[src/rtl/lca_binary_lifting_defines.svh]
// ---------------------------------------------------------------------------
// LCA binary lifting: shared assertion macros
// Implication and next-cycle checks used by the controller and the datapath.
// ---------------------------------------------------------------------------
`ifndef LCA_BINARY_LIFTING_DEFINES_SVH
`define LCA_BINARY_LIFTING_DEFINES_SVH

// Same-cycle implication, disabled while reset is held.
`define LCABL_ASSERT_IMP(label, clk, rst_n, ante, cons, msg) \
  label: assert property (@(posedge clk) disable iff (!rst_n) (ante) |-> (cons)) \
    else $error(msg);

// Next-cycle implication, disabled while reset is held.
`define LCABL_ASSERT_NXT(label, clk, rst_n, ante, cons, msg) \
  label: assert property (@(posedge clk) disable iff (!rst_n) (ante) |=> (cons)) \
    else $error(msg);

`endif

[src/rtl/lcabl_pkg.sv]
// ---------------------------------------------------------------------------
// LCA binary lifting: package
// Sizes, codes, command and status bundles shared by all modules.
// ---------------------------------------------------------------------------
`default_nettype none

package lcabl_pkg;

  localparam int NODE_LIMIT  = 1024;
  localparam int LIFT_LEVELS = 11;
  localparam int NODE_W      = $clog2(NODE_LIMIT);
  localparam int CNT_W       = NODE_W + 1;
  localparam int LVL_W       = $clog2(LIFT_LEVELS + 1);
  localparam int DEP_W       = NODE_W;
  localparam int CMP_W       = CNT_W + 1;
  localparam int TBL_DEPTH   = NODE_LIMIT * LIFT_LEVELS;
  localparam int TBL_AW      = $clog2(TBL_DEPTH);

  localparam int ACT_W       = 2;
  localparam int STS_W       = 2;
  localparam int IN_TDATA_W  = 32;
  localparam int IN_TUSER_W  = 3;
  localparam int OUT_TDATA_W = 16;
  localparam int OUT_TUSER_W = STS_W;

  // Link value that means "no ancestor".
  localparam logic [CNT_W-1:0] NO_NODE = CNT_W'(NODE_LIMIT);

  localparam logic [ACT_W-1:0] ACT_LOAD  = 2'd0;
  localparam logic [ACT_W-1:0] ACT_BUILD = 2'd1;
  localparam logic [ACT_W-1:0] ACT_QUERY = 2'd2;

  localparam logic [STS_W-1:0] ST_OK      = 2'd0;
  localparam logic [STS_W-1:0] ST_RANGE   = 2'd1;
  localparam logic [STS_W-1:0] ST_NOBUILD = 2'd2;

  typedef enum logic [4:0] {
    OP_NONE, OP_CAPTURE, OP_LOAD_WR,
    OP_BLD_INIT, OP_F_RD1, OP_F_RD2, OP_F_WR, OP_F_NEXT,
    OP_D_INIT, OP_D_START, OP_D_RD, OP_D_UPD, OP_D_WR, OP_BLD_DONE,
    OP_Q_RDA, OP_Q_RDB, OP_Q_SWAP, OP_K_DEC, OP_K_LOAD,
    OP_Q_L_RD, OP_Q_L_NEW, OP_Q_L_DEP, OP_Q_SETR,
    OP_Q_J_RDP, OP_Q_J_RDQ, OP_Q_J_UPD, OP_Q_F_RD, OP_Q_F_RES,
    OP_OUT
  } dp_op_t;

  typedef enum logic [1:0] {
    RES_OK, RES_RANGE, RES_NOBUILD, RES_ANC
  } res_t;

  typedef struct packed {
    dp_op_t op;
    res_t   res;
  } ctrl_cmd_t;

  typedef struct packed {
    logic [ACT_W-1:0] act;
    logic             a_bad;
    logic             b_bad;
    logic             par_bad;
    logic             built;
    logic             lvl_done;
    logic             idx_done;
    logic             k_zero;
    logic             lift_go;
    logic             p_eq_q;
    logic             out_free;
  } dp_sts_t;

  // Flat table address of (node, level).
  function automatic logic [TBL_AW-1:0] tbl_addr(input logic [NODE_W-1:0] node,
                                                 input logic [LVL_W-1:0]  lvl);
    return TBL_AW'(node) * TBL_AW'(LIFT_LEVELS) + TBL_AW'(lvl);
  endfunction

  // Top lifting level: floor(log2 n), capped at LIFT_LEVELS-1, zero for n <= 1.
  function automatic logic [LVL_W-1:0] top_level(input logic [CNT_W-1:0] n);
    logic [LVL_W-1:0] l;
    l = '0;
    for (int b = 0; b < CNT_W; b++) begin
      if (n[b]) l = LVL_W'(b);
    end
    if (l > LVL_W'(LIFT_LEVELS - 1)) l = LVL_W'(LIFT_LEVELS - 1);
    return l;
  endfunction

endpackage

`default_nettype wire

[src/rtl/lcabl_ctrl.sv]
// ---------------------------------------------------------------------------
// LCA binary lifting: controller
// Sequences load, build and query items as one datapath command per cycle, waiting while the output is full.
// ---------------------------------------------------------------------------
`default_nettype none
`include "lca_binary_lifting_defines.svh"

module lcabl_ctrl
  import lcabl_pkg::*;
(
  input  wire logic      clk,
  input  wire logic      rst_n,
  input  wire logic      in_valid,
  output logic           in_ready,
  input  wire dp_sts_t   sts,
  output ctrl_cmd_t      cmd
);

  typedef enum logic [4:0] {
    S_IDLE, S_DISP,
    S_F_CHK, S_F_RD2, S_F_WR,
    S_D_CHK, S_D_RD, S_D_UPD, S_D_WR,
    S_Q_RDB, S_Q_SWAP, S_L_CHK, S_L_NEW, S_L_DEP, S_Q_EQ,
    S_J_RDP, S_J_RDQ, S_J_UPD, S_Q_FRD, S_Q_FRES,
    S_DONE
  } state_t;

  state_t state_r, state_nxt;
  res_t   res_r, res_nxt;

  assign in_ready = (state_r == S_IDLE);

  always_comb begin
    state_nxt = state_r;
    res_nxt   = res_r;
    cmd.op    = OP_NONE;
    cmd.res   = res_r;
    case (state_r)
      S_IDLE: begin
        if (in_valid) begin
          cmd.op    = OP_CAPTURE;
          state_nxt = S_DISP;
        end
      end
      S_DISP: begin
        state_nxt = S_DONE;
        res_nxt   = RES_OK;
        case (sts.act)
          ACT_LOAD: begin
            if (sts.a_bad || sts.par_bad) begin
              res_nxt = RES_RANGE;
            end else begin
              cmd.op = OP_LOAD_WR;
            end
          end
          ACT_BUILD: begin
            cmd.op    = OP_BLD_INIT;
            state_nxt = S_F_CHK;
          end
          ACT_QUERY: begin
            if (sts.a_bad || sts.b_bad) begin
              res_nxt = RES_RANGE;
            end else if (!sts.built) begin
              res_nxt = RES_NOBUILD;
            end else begin
              cmd.op    = OP_Q_RDA;
              state_nxt = S_Q_RDB;
            end
          end
          default: ;
        endcase
      end
      S_F_CHK: begin
        if (sts.lvl_done) begin
          cmd.op    = OP_D_INIT;
          state_nxt = S_D_CHK;
        end else if (sts.idx_done) begin
          cmd.op = OP_F_NEXT;
        end else begin
          cmd.op    = OP_F_RD1;
          state_nxt = S_F_RD2;
        end
      end
      S_F_RD2: begin
        cmd.op    = OP_F_RD2;
        state_nxt = S_F_WR;
      end
      S_F_WR: begin
        cmd.op    = OP_F_WR;
        state_nxt = S_F_CHK;
      end
      S_D_CHK: begin
        if (sts.idx_done) begin
          cmd.op    = OP_BLD_DONE;
          res_nxt   = RES_OK;
          state_nxt = S_DONE;
        end else begin
          cmd.op    = OP_D_START;
          state_nxt = S_D_RD;
        end
      end
      S_D_RD: begin
        cmd.op    = OP_D_RD;
        state_nxt = S_D_UPD;
      end
      S_D_UPD: begin
        cmd.op    = OP_D_UPD;
        state_nxt = sts.k_zero ? S_D_WR : S_D_RD;
      end
      S_D_WR: begin
        cmd.op    = OP_D_WR;
        state_nxt = S_D_CHK;
      end
      S_Q_RDB: begin
        cmd.op    = OP_Q_RDB;
        state_nxt = S_Q_SWAP;
      end
      S_Q_SWAP: begin
        cmd.op    = OP_Q_SWAP;
        state_nxt = S_L_CHK;
      end
      S_L_CHK: begin
        if (sts.lift_go) begin
          cmd.op    = OP_Q_L_RD;
          state_nxt = S_L_NEW;
        end else if (sts.k_zero) begin
          state_nxt = S_Q_EQ;
        end else begin
          cmd.op = OP_K_DEC;
        end
      end
      S_L_NEW: begin
        cmd.op    = OP_Q_L_NEW;
        state_nxt = S_L_DEP;
      end
      S_L_DEP: begin
        cmd.op    = OP_Q_L_DEP;
        state_nxt = sts.k_zero ? S_Q_EQ : S_L_CHK;
      end
      S_Q_EQ: begin
        if (sts.p_eq_q) begin
          cmd.op    = OP_Q_SETR;
          res_nxt   = RES_ANC;
          state_nxt = S_DONE;
        end else begin
          cmd.op    = OP_K_LOAD;
          state_nxt = S_J_RDP;
        end
      end
      S_J_RDP: begin
        cmd.op    = OP_Q_J_RDP;
        state_nxt = S_J_RDQ;
      end
      S_J_RDQ: begin
        cmd.op    = OP_Q_J_RDQ;
        state_nxt = S_J_UPD;
      end
      S_J_UPD: begin
        cmd.op    = OP_Q_J_UPD;
        state_nxt = sts.k_zero ? S_Q_FRD : S_J_RDP;
      end
      S_Q_FRD: begin
        cmd.op    = OP_Q_F_RD;
        state_nxt = S_Q_FRES;
      end
      S_Q_FRES: begin
        cmd.op    = OP_Q_F_RES;
        res_nxt   = RES_ANC;
        state_nxt = S_DONE;
      end
      S_DONE: begin
        if (sts.out_free) begin
          cmd.op    = OP_OUT;
          state_nxt = S_IDLE;
        end
      end
      default: state_nxt = S_IDLE;
    endcase
  end

  always_ff @(posedge clk) begin
    if (!rst_n) begin
      state_r <= S_IDLE;
      res_r   <= RES_OK;
    end else begin
      state_r <= state_nxt;
      res_r   <= res_nxt;
    end
  end

  `LCABL_ASSERT_IMP(a_out_only_when_free, clk, rst_n, cmd.op == OP_OUT, sts.out_free, "result pushed into a full output register")
  `LCABL_ASSERT_NXT(a_capture_dispatch, clk, rst_n, in_valid && in_ready, state_r == S_DISP, "accepted beat not dispatched")

endmodule

`default_nettype wire

[config.mk]
export PLATFORM = sky130hd
export DESIGN_NAME = lcabl_ctrl
export DESIGN_NICKNAME = d
export VERILOG_FILES = /design/src/rtl/lcabl_pkg.sv /design/src/rtl/lcabl_ctrl.sv
export VERILOG_INCLUDE_DIRS = /design/src /design/src/rtl
export SDC_FILE = /design/constraint.sdc
export NUM_CORES = 1
export LEC_CHECK = 0
export ABC_AREA = 1
export BUFFER_PORTS_ARGS = -buffer_cell sky130_fd_sc_hd__clkbuf_2
export CAP_MARGIN = 15
export CORE_ASPECT_RATIO = 0.6
export CORE_MARGIN = 5
export CORE_UTILIZATION = 29
export DETAILED_ROUTE_END_ITERATION = 8
export SLEW_MARGIN = 10
export SYNTH_ARGS = -nofsm -noshare
export SYNTH_HDL_FRONTEND = slang
export SYNTH_SLANG_ARGS = --single-unit
[constraint.sdc]
create_clock -name clk -period 2.1 [get_ports clk]
set_clock_uncertainty 0.05 [all_clocks]
set_input_delay 0.42 -clock clk [delete_from_list [all_inputs] [get_ports clk]]
set_output_delay 0.42 -clock clk [all_outputs]
set_load 0.1 [all_outputs]
Word-level counts from Yosys, hierarchy flattened

Cells that the tools add are included.
Widths: inputs -> output; s select.

Register bits: 7
Input bits: 15
Output and inout port bits: 8
Word-level logic and storage cells: 72

Eq/ne operators: 28
Multiplexer cells: 35
Reductions and logical operators: 7

Operator list:

| cell               | count |
|---|---|
| $pmux 5 s21        | 2 |
| $mux 5             | 14 |
| $eq 5x4->1 const B | 8 |
| $eq 5x5->1 const B | 5 |
| $eq 5x3->1 const B | 4 |
| $mux 4             | 4 |
| $mux 2             | 6 |
| $pmux 4 s3         | 1 |
| $eq 5x2->1 const B | 2 |
| $pmux 5 s2         | 1 |
| $mux 3             | 3 |
| $ne 2x2->1 const B | 4 |
| $pmux 2 s4         | 1 |
| $ne 3x3->1 const B | 2 |
| $eq 5x1->1 const B | 1 |
| $logic_not 5->1    | 1 |
| $pmux 2 s2         | 1 |
| $reduce_and 4->1   | 1 |
| $reduce_bool 4->1  | 1 |
| $reduce_and 3->1   | 1 |
| $eq 2x1->1 const B | 1 |
| $eq 2x2->1 const B | 1 |
| $logic_not 2->1    | 1 |
| $logic_or 1x1->1   | 2 |
| $mux 1             | 2 |

Longest topological paths before layout

Gate-level depths: netlist (run 1).

Word-level depth: 4
Depth in mapped cells: 10
Mapped depth without buffers: 10

Worst setup path after synthesis (run 1)

OpenSTA, ideal clock, no wires.

Kind: register -> output
Start: reg state_r[0]
End: out cmd[2] in the netlist's numbering
Arrival time: 2.383 ns
Data required time: 1.630 ns
Setup slack: -0.753 ns
Stages on the path, launching flop included: 9
Path buffers: 1
Cells stage by stage: dfxtp_1 -> buf_6 -> nor2_2 -> nand2_1 -> inv_1 -> nand2_1 -> inv_1 -> a21oi_1 -> nand4_1

RTL lines:

| element                  | line              | source |
|---|---|---|
| start: declaration       | lcabl_ctrl.sv:28  | `state_t state_r, state_nxt;` |
| start signal: assignment | lcabl_ctrl.sv:186 | `state_r <= state_nxt;` |
| end: declaration         | lcabl_ctrl.sv:16  | `output ctrl_cmd_t cmd` |

==> results of run 1 <==
[cells by family (layout without fill, tap and decap cells)]
family	after synthesis	after routing	synth area share [%]
simple gates	123	123	60.9
buf+inv	27	80	11.7
compound gates	24	24	13.4
flops	7	7	14.0
[synth_stat cells]
library cell  instances
dfxtp_1               7
a211oi_1              1
nand3b_1              2
clkinv_2              1
a31oi_1               2
nor4_1                3
nand2_1              42
a21oi_1               8
nand3_1              13
inv_1                18
o21ai_2               1
o21ai_0               6
nor3_1                9
o211ai_1              2
nand3_4               1
o21ai_1               4
inv_2                 6
nand3_2               2
nand2_2               4
buf_6                 2
nor2_1               29
nor2_4                5
nand4_1               5
and3_1                1
nor2_2                7
[sequential cells by signal (all words and copies together) (netlist names)]
register / flops
state_r: 5
res_r: 2
[area by class of cell]
type	instances	area, sq um
clock buffer	4	45.0
fill	353	1630
tap	45	56.3
multi-input combinational	147	881
timing repair buffer	51	413
inverter	25	104
sequential	7	159
[how the worst max path moves through the flow]
stage,slack [ns],end
finish,-0.04,cmd[2]
global route,-0.13,cmd[2]
CTS,-0.007,cmd[2]
detailed placement,0.05,cmd[4]
global placement,-0.06,cmd[2]
floorplan,-0.67,cmd[2]
[metal layers]
| layer | routed length [microns] | part of all wire, % | vias to the layer above |
|---|---|---|---|
| met3 | 552 | 13 | 4 |
| met2 | 1650 | 40 | 83 |
| met4 | 13 | 0.31 | 0 |
| met1 | 1920 | 46 | 651 |
| met5 | 0 | 0 | - |
| li1 | - | - | 705 |
[stage by stage]
| step | TNS [ns] | cell area (sq um) | hold slack [ns] | setup slack, ns | instances |
|---|---|---|---|---|---|
| after CTS | -0.00923 | 1630 | 0.424 | -0.00748 | 278 |
| after floorplan | -0.841 | 1040 | 0.468 | -0.674 | 181 |
| after global placement | -0.0550 | 1400 | 0.428 | -0.0550 | 265 |
| final | -0.0747 | 1660 | 0.420 | -0.0384 | 279 |
| after global routing | -0.580 | 1660 | 0.450 | -0.129 | 279 |
| after detailed placement | 0 | 1400 | 0.436 | 0.0500 | 265 |
[what timing repair did]
item                                    CTS  global route
endpoints found under the setup margin    6             6
pin swaps                                 8             4
resized for setup                        38             6
setup buffers                             9             1
[worst max-delay path, cell delays in order (launching register included)]
cell     delay, ns
dfxtp_4       0.37
nor2_4        0.20
inv_2         0.07
buf_4         0.14
nor3_4        0.10
buf_4         0.15
a21oi_1       0.07
nand4_1       0.14
buf_12        0.20
==> results.sh, run 1 <==
export IMPL_outcome="complete, but fails checks"
export IMPL_violations="setup timing"
export IMPL_crit_path_start="state_r[2]$_SDFFE_PN0P_"
export IMPL_drt_iter0_drc=108
export IMPL_drt_first_pass_iters=4
export IMPL_rsz0062_at_grt="true"
export IMPL_avgSynthCellArea_sq_um=5.54
export IMPL_r2r_end="state_r[2]$_SDFFE_PN0P_"
export IMPL_synth_area_leader_cell="nand2_1"
export IMPL_final_common_cell="nand2_1"
export IMPL_ys_ff_latch=7
export IMPL_antenna_found_initial=0
export IMPL_crit_type="reg -> out"
export IMPL_viasPerCell=5.17
export IMPL_cp_arrival_ns=1.67
export IMPL_grt_pass1_vias=1371
export IMPL_hold_viol=0
export IMPL_synth_cell_type_count=25
export IMPL_worst_pin_slew_ns=0.540
export IMPL_antenna_cells=0
export IMPL_drtAntennaViolNets=0
export IMPL_grt_usage_pct=17.7
export IMPL_overflow=0
export IMPL_path_max_fanout=5
export IMPL_wl_per_cell_microns=14.8
export IMPL_hold_class="in -> reg"
export IMPL_timing_rr_start="state_r[2]$_SDFFE_PN0P_"
export IMPL_die_w_microns=85.9
export IMPL_fin_crit_ns=2.14
export IMPL_worstHoldStart="rst_n"
export IMPL_period_share_pct=102
export IMPL_synth_top_area_share_pct=15.7
export IMPL_grt_use_met3_pct=9.81
export IMPL_portBuffers=22
export IMPL_cts_sinks=7
export IMPL_routabilityCongestion=0.949
export IMPL_grt_busiest_layer="met1"
export IMPL_layout_setup_ws_ns=-0.0384
export IMPL_start_kind="register"
export IMPL_drc_errors=0
export IMPL_use_met1_pct=26.1
export IMPL_final_nets=250
export IMPL_start_util_pct=30.5
export IMPL_layout_common_cells="nand2_1, buf_4, nor2_1, clkbuf_2, inv_1"
export IMPL_drv_slew=0
export IMPL_rows=16
export IMPL_met2_usage_pct=22.7
export IMPL_r2r_cells=10
export IMPL_grt_max_degree=8
export IMPL_vias=1443
export IMPL_worstSetupEndpointType="primary output"
export IMPL_grt_pass1_wl_microns=6700
export IMPL_syn_nets=196
export IMPL_ioPinCount=23
export IMPL_synth_cells=181
export IMPL_dpl_hpwl_microns=3240
export IMPL_finalSetupViolations=4
export IMPL_ys_top_cells_by_area="nand2_1, dfxtp_1, nor2_1, inv_1, nand3_1"
export IMPL_cts_buffers=3
export IMPL_path_clk_slew_ns=0.04
export IMPL_yosysSeqAreaShare_pct=14.0
export IMPL_max_slew_margin_pct=64.1
export IMPL_cts_root_buffer="clkbuf_8"
export IMPL_min_to="state_r[4]$_SDFFE_PN0P_"
export IMPL_areaGrowthSynthToFinish_pct=65.4
export IMPL_insertion_delay_ns=0.23
export IMPL_fmax_ghz=0.468
export IMPL_reg2reg_slack_ns=0.44
export IMPL_cts_max_level=1
export IMPL_fin_util_pct=50.5
export IMPL_layout_drive_gt1_share_pct=50.0
export IMPL_yosys_warnings=0
export IMPL_critPathRequiredTime_ns=1.63
export IMPL_hold_depth=3
export IMPL_syn_area_sq_um=1000
export IMPL_core_sq_um=3280
export IMPL_cap_violations=0
export IMPL_postCtsHoldBufs=0
export IMPL_cts_buffer_depth=2
export IMPL_wl_microns=4140
export IMPL_die_h_microns=55.5
export IMPL_cts_tree="yes"
export IMPL_die_area_sq_um=4770
Power of run 1 is not shown: default switching activity piles up to over one toggle a cycle in this logic, so the estimate is an artifact.
==> inputs of run 2 (changes only) <==
BUFFER_PORTS_ARGS = -buffer_cell sky130_fd_sc_hd__buf_2   (was -buffer_cell sky130_fd_sc_hd__clkbuf_2)
==> run 2 against run 1 <==
Effect of this change: the flow still finishes with violations (setup timing); sequential share of layout area hardly changed; design area is 1.9% lower; global-route usage is 1.4 points lower; fmax is 0.11% higher; register-to-register slack hardly changed; sequential cell count stayed put.
==> results.sh, run 2 (synthesis results as in run 1) <==
export IMPL_antenna_found_initial=0
export IMPL_finalSetupViolations=2
export IMPL_hold_viol=0
export IMPL_layout_drive_gt1_share_pct=48.9
export IMPL_wl_microns=3970
export IMPL_overflow=0
export IMPL_cts_root_buffer="clkbuf_8"
export IMPL_cp_arrival_ns=1.67
export IMPL_grt_pass1_vias=1248
export IMPL_cts_tree="yes"
export IMPL_cts_max_level=1
export IMPL_drv_slew=0
export IMPL_grt_pass1_wl_microns=6150
export IMPL_top_regs="state_r (5), res_r (2)"
export IMPL_routabilityCongestion=0.992
export IMPL_final_common_cell="nand2_1"
export IMPL_cts_sinks=7
export IMPL_hold_depth=3
export IMPL_layout_setup_ws_ns=-0.0361
export IMPL_areaGrowthSynthToFinish_pct=62.3
export IMPL_start_kind="register"
export IMPL_setup_tns_ns=-0.0397
export IMPL_path_depth=9
export IMPL_dpl_hpwl_microns=3100
export IMPL_drt_first_pass_iters=4
export IMPL_vias=1411
export IMPL_wl_per_cell_microns=14.6
export IMPL_slowest_stage="dfxtp_4"
export IMPL_period_share_pct=102
export IMPL_ioPinCount=23
export IMPL_fin_area_sq_um=1630
export IMPL_r2r_cells=11
export IMPL_path_max_fanout=5
export IMPL_antenna_cells=0
export IMPL_layout_common_cells="nand2_1, nor2_1, buf_4, buf_2"
export IMPL_largest_reg_flops=5
export IMPL_fmax_ghz=0.468
export IMPL_portBuffers=22
export IMPL_path_buf_inv=3
export IMPL_outcome="complete, but fails checks"
export IMPL_drtAntennaViolNets=0
export IMPL_path_clk_slew_ns=0.04
export IMPL_die_area_sq_um=4770
export IMPL_start_util_pct=30.5
export IMPL_crit_chain="buf_6, nor2_4, nand2_2, nor2_4, inv_2, nand2_2, nor2_2, nand4_1, buf_12"
export IMPL_rows=16
export IMPL_final_nets=243
export IMPL_fin_crit_ns=2.14
export IMPL_dpl_cell_area_sq_um=1410
export IMPL_violations="setup timing"
export IMPL_die_w_microns=85.9
export IMPL_max_slew_margin_pct=67.9
export IMPL_rsz0062_at_grt="true"
export IMPL_viasPerCell=5.19
export IMPL_hold_class="in -> reg"
export IMPL_reg2reg_slack_ns=0.45
export IMPL_insertion_delay_ns=0.23
export IMPL_crit_type="reg -> out"
export IMPL_core_sq_um=3280
export IMPL_regMostFlops="state_r"
export IMPL_drc_errors=0
export IMPL_worstSetupEndpointType="primary output"
export IMPL_die_h_microns=55.5
export IMPL_critPathRequiredTime_ns=1.63
export IMPL_worst_path_largest_cell_delay_ns=0.37
export IMPL_cts_buffers=3
export IMPL_grt_max_degree=8
export IMPL_cap_violations=0
export IMPL_drt_iter0_drc=152
export IMPL_cts_buffer_depth=2
export IMPL_fin_util_pct=49.5
export IMPL_postCtsHoldBufs=0
export IMPL_worst_pin_slew_ns=0.485
export IMPL_path_delay_family="simple AND/OR/NAND/NOR gates"
export IMPL_grt_usage_pct=16.3
==> run 2: cell count changes in the layout (fill, tap and decap cells not counted), sizes merged <==
| cell | delta |
|---|---|
| clkbuf | -17 |
| buf | +10 |
==> run 2: path summary, 6_finish.rpt <==
kind                            from                       to
min reg2reg    res_r[1]$_SDFFE_PN0P_    res_r[1]$_SDFFE_PN0P_
min                            rst_n  state_r[4]$_SDFFE_PN0P_
max          state_r[4]$_SDFFE_PN0P_                   cmd[2]
max reg2reg  state_r[4]$_SDFFE_PN0P_  state_r[2]$_SDFFE_PN0P_
==> run 2: repair_timing <==
item | in CTS | in global routing
resized for setup | 22 | 20
endpoints found under the setup margin | 5 | 5
cloned | 0 | 0
pin swaps | 7 | 9
setup buffers | 2 | 2
==> run 2: worst register-to-register path: cells and delay by family (launching register included) <==
kind | cells | cell delay [ns]
DFF | 1 | 0.37
buffers and inverters | 3 | 0.33
AOI/OAI and AO/OA | 1 | 0.17
and+or+nand+nor | 7 | 0.63
==> run 2: final cells by class <==
type                    instances  area, sq um
clock buffers                   4         45.0
fillers                       347         1660
inverters                      25         98.8
multi-input cells             147          897
flip-flops and latches          7          156
well taps                      45         56.3
repair buffers                 44          373
==> run 2: per-stage QoR <==
| step | hold slack [ns] | instances | setup slack, ns |
|---|---|---|---|
| after global routing | 0.427 | 272 | -0.103 |
| after floorplan | 0.468 | 181 | -0.674 |
| final | 0.408 | 272 | -0.0361 |
| after detailed placement | 0.425 | 265 | 0.0451 |
| after CTS | 0.407 | 271 | -0.0143 |
| after global placement | 0.420 | 265 | -0.00399 |
==> run 2: metal layers <==
layer	GRT usage (%)	vias up	wire length [microns]
met5	0	-	0
met4	1.81	0	44
met3	7.88	6	448
met2	21.7	73	1560
met1	23.9	636	1910
li1	-	696	-
Power of run 2 is left out for the same reason.
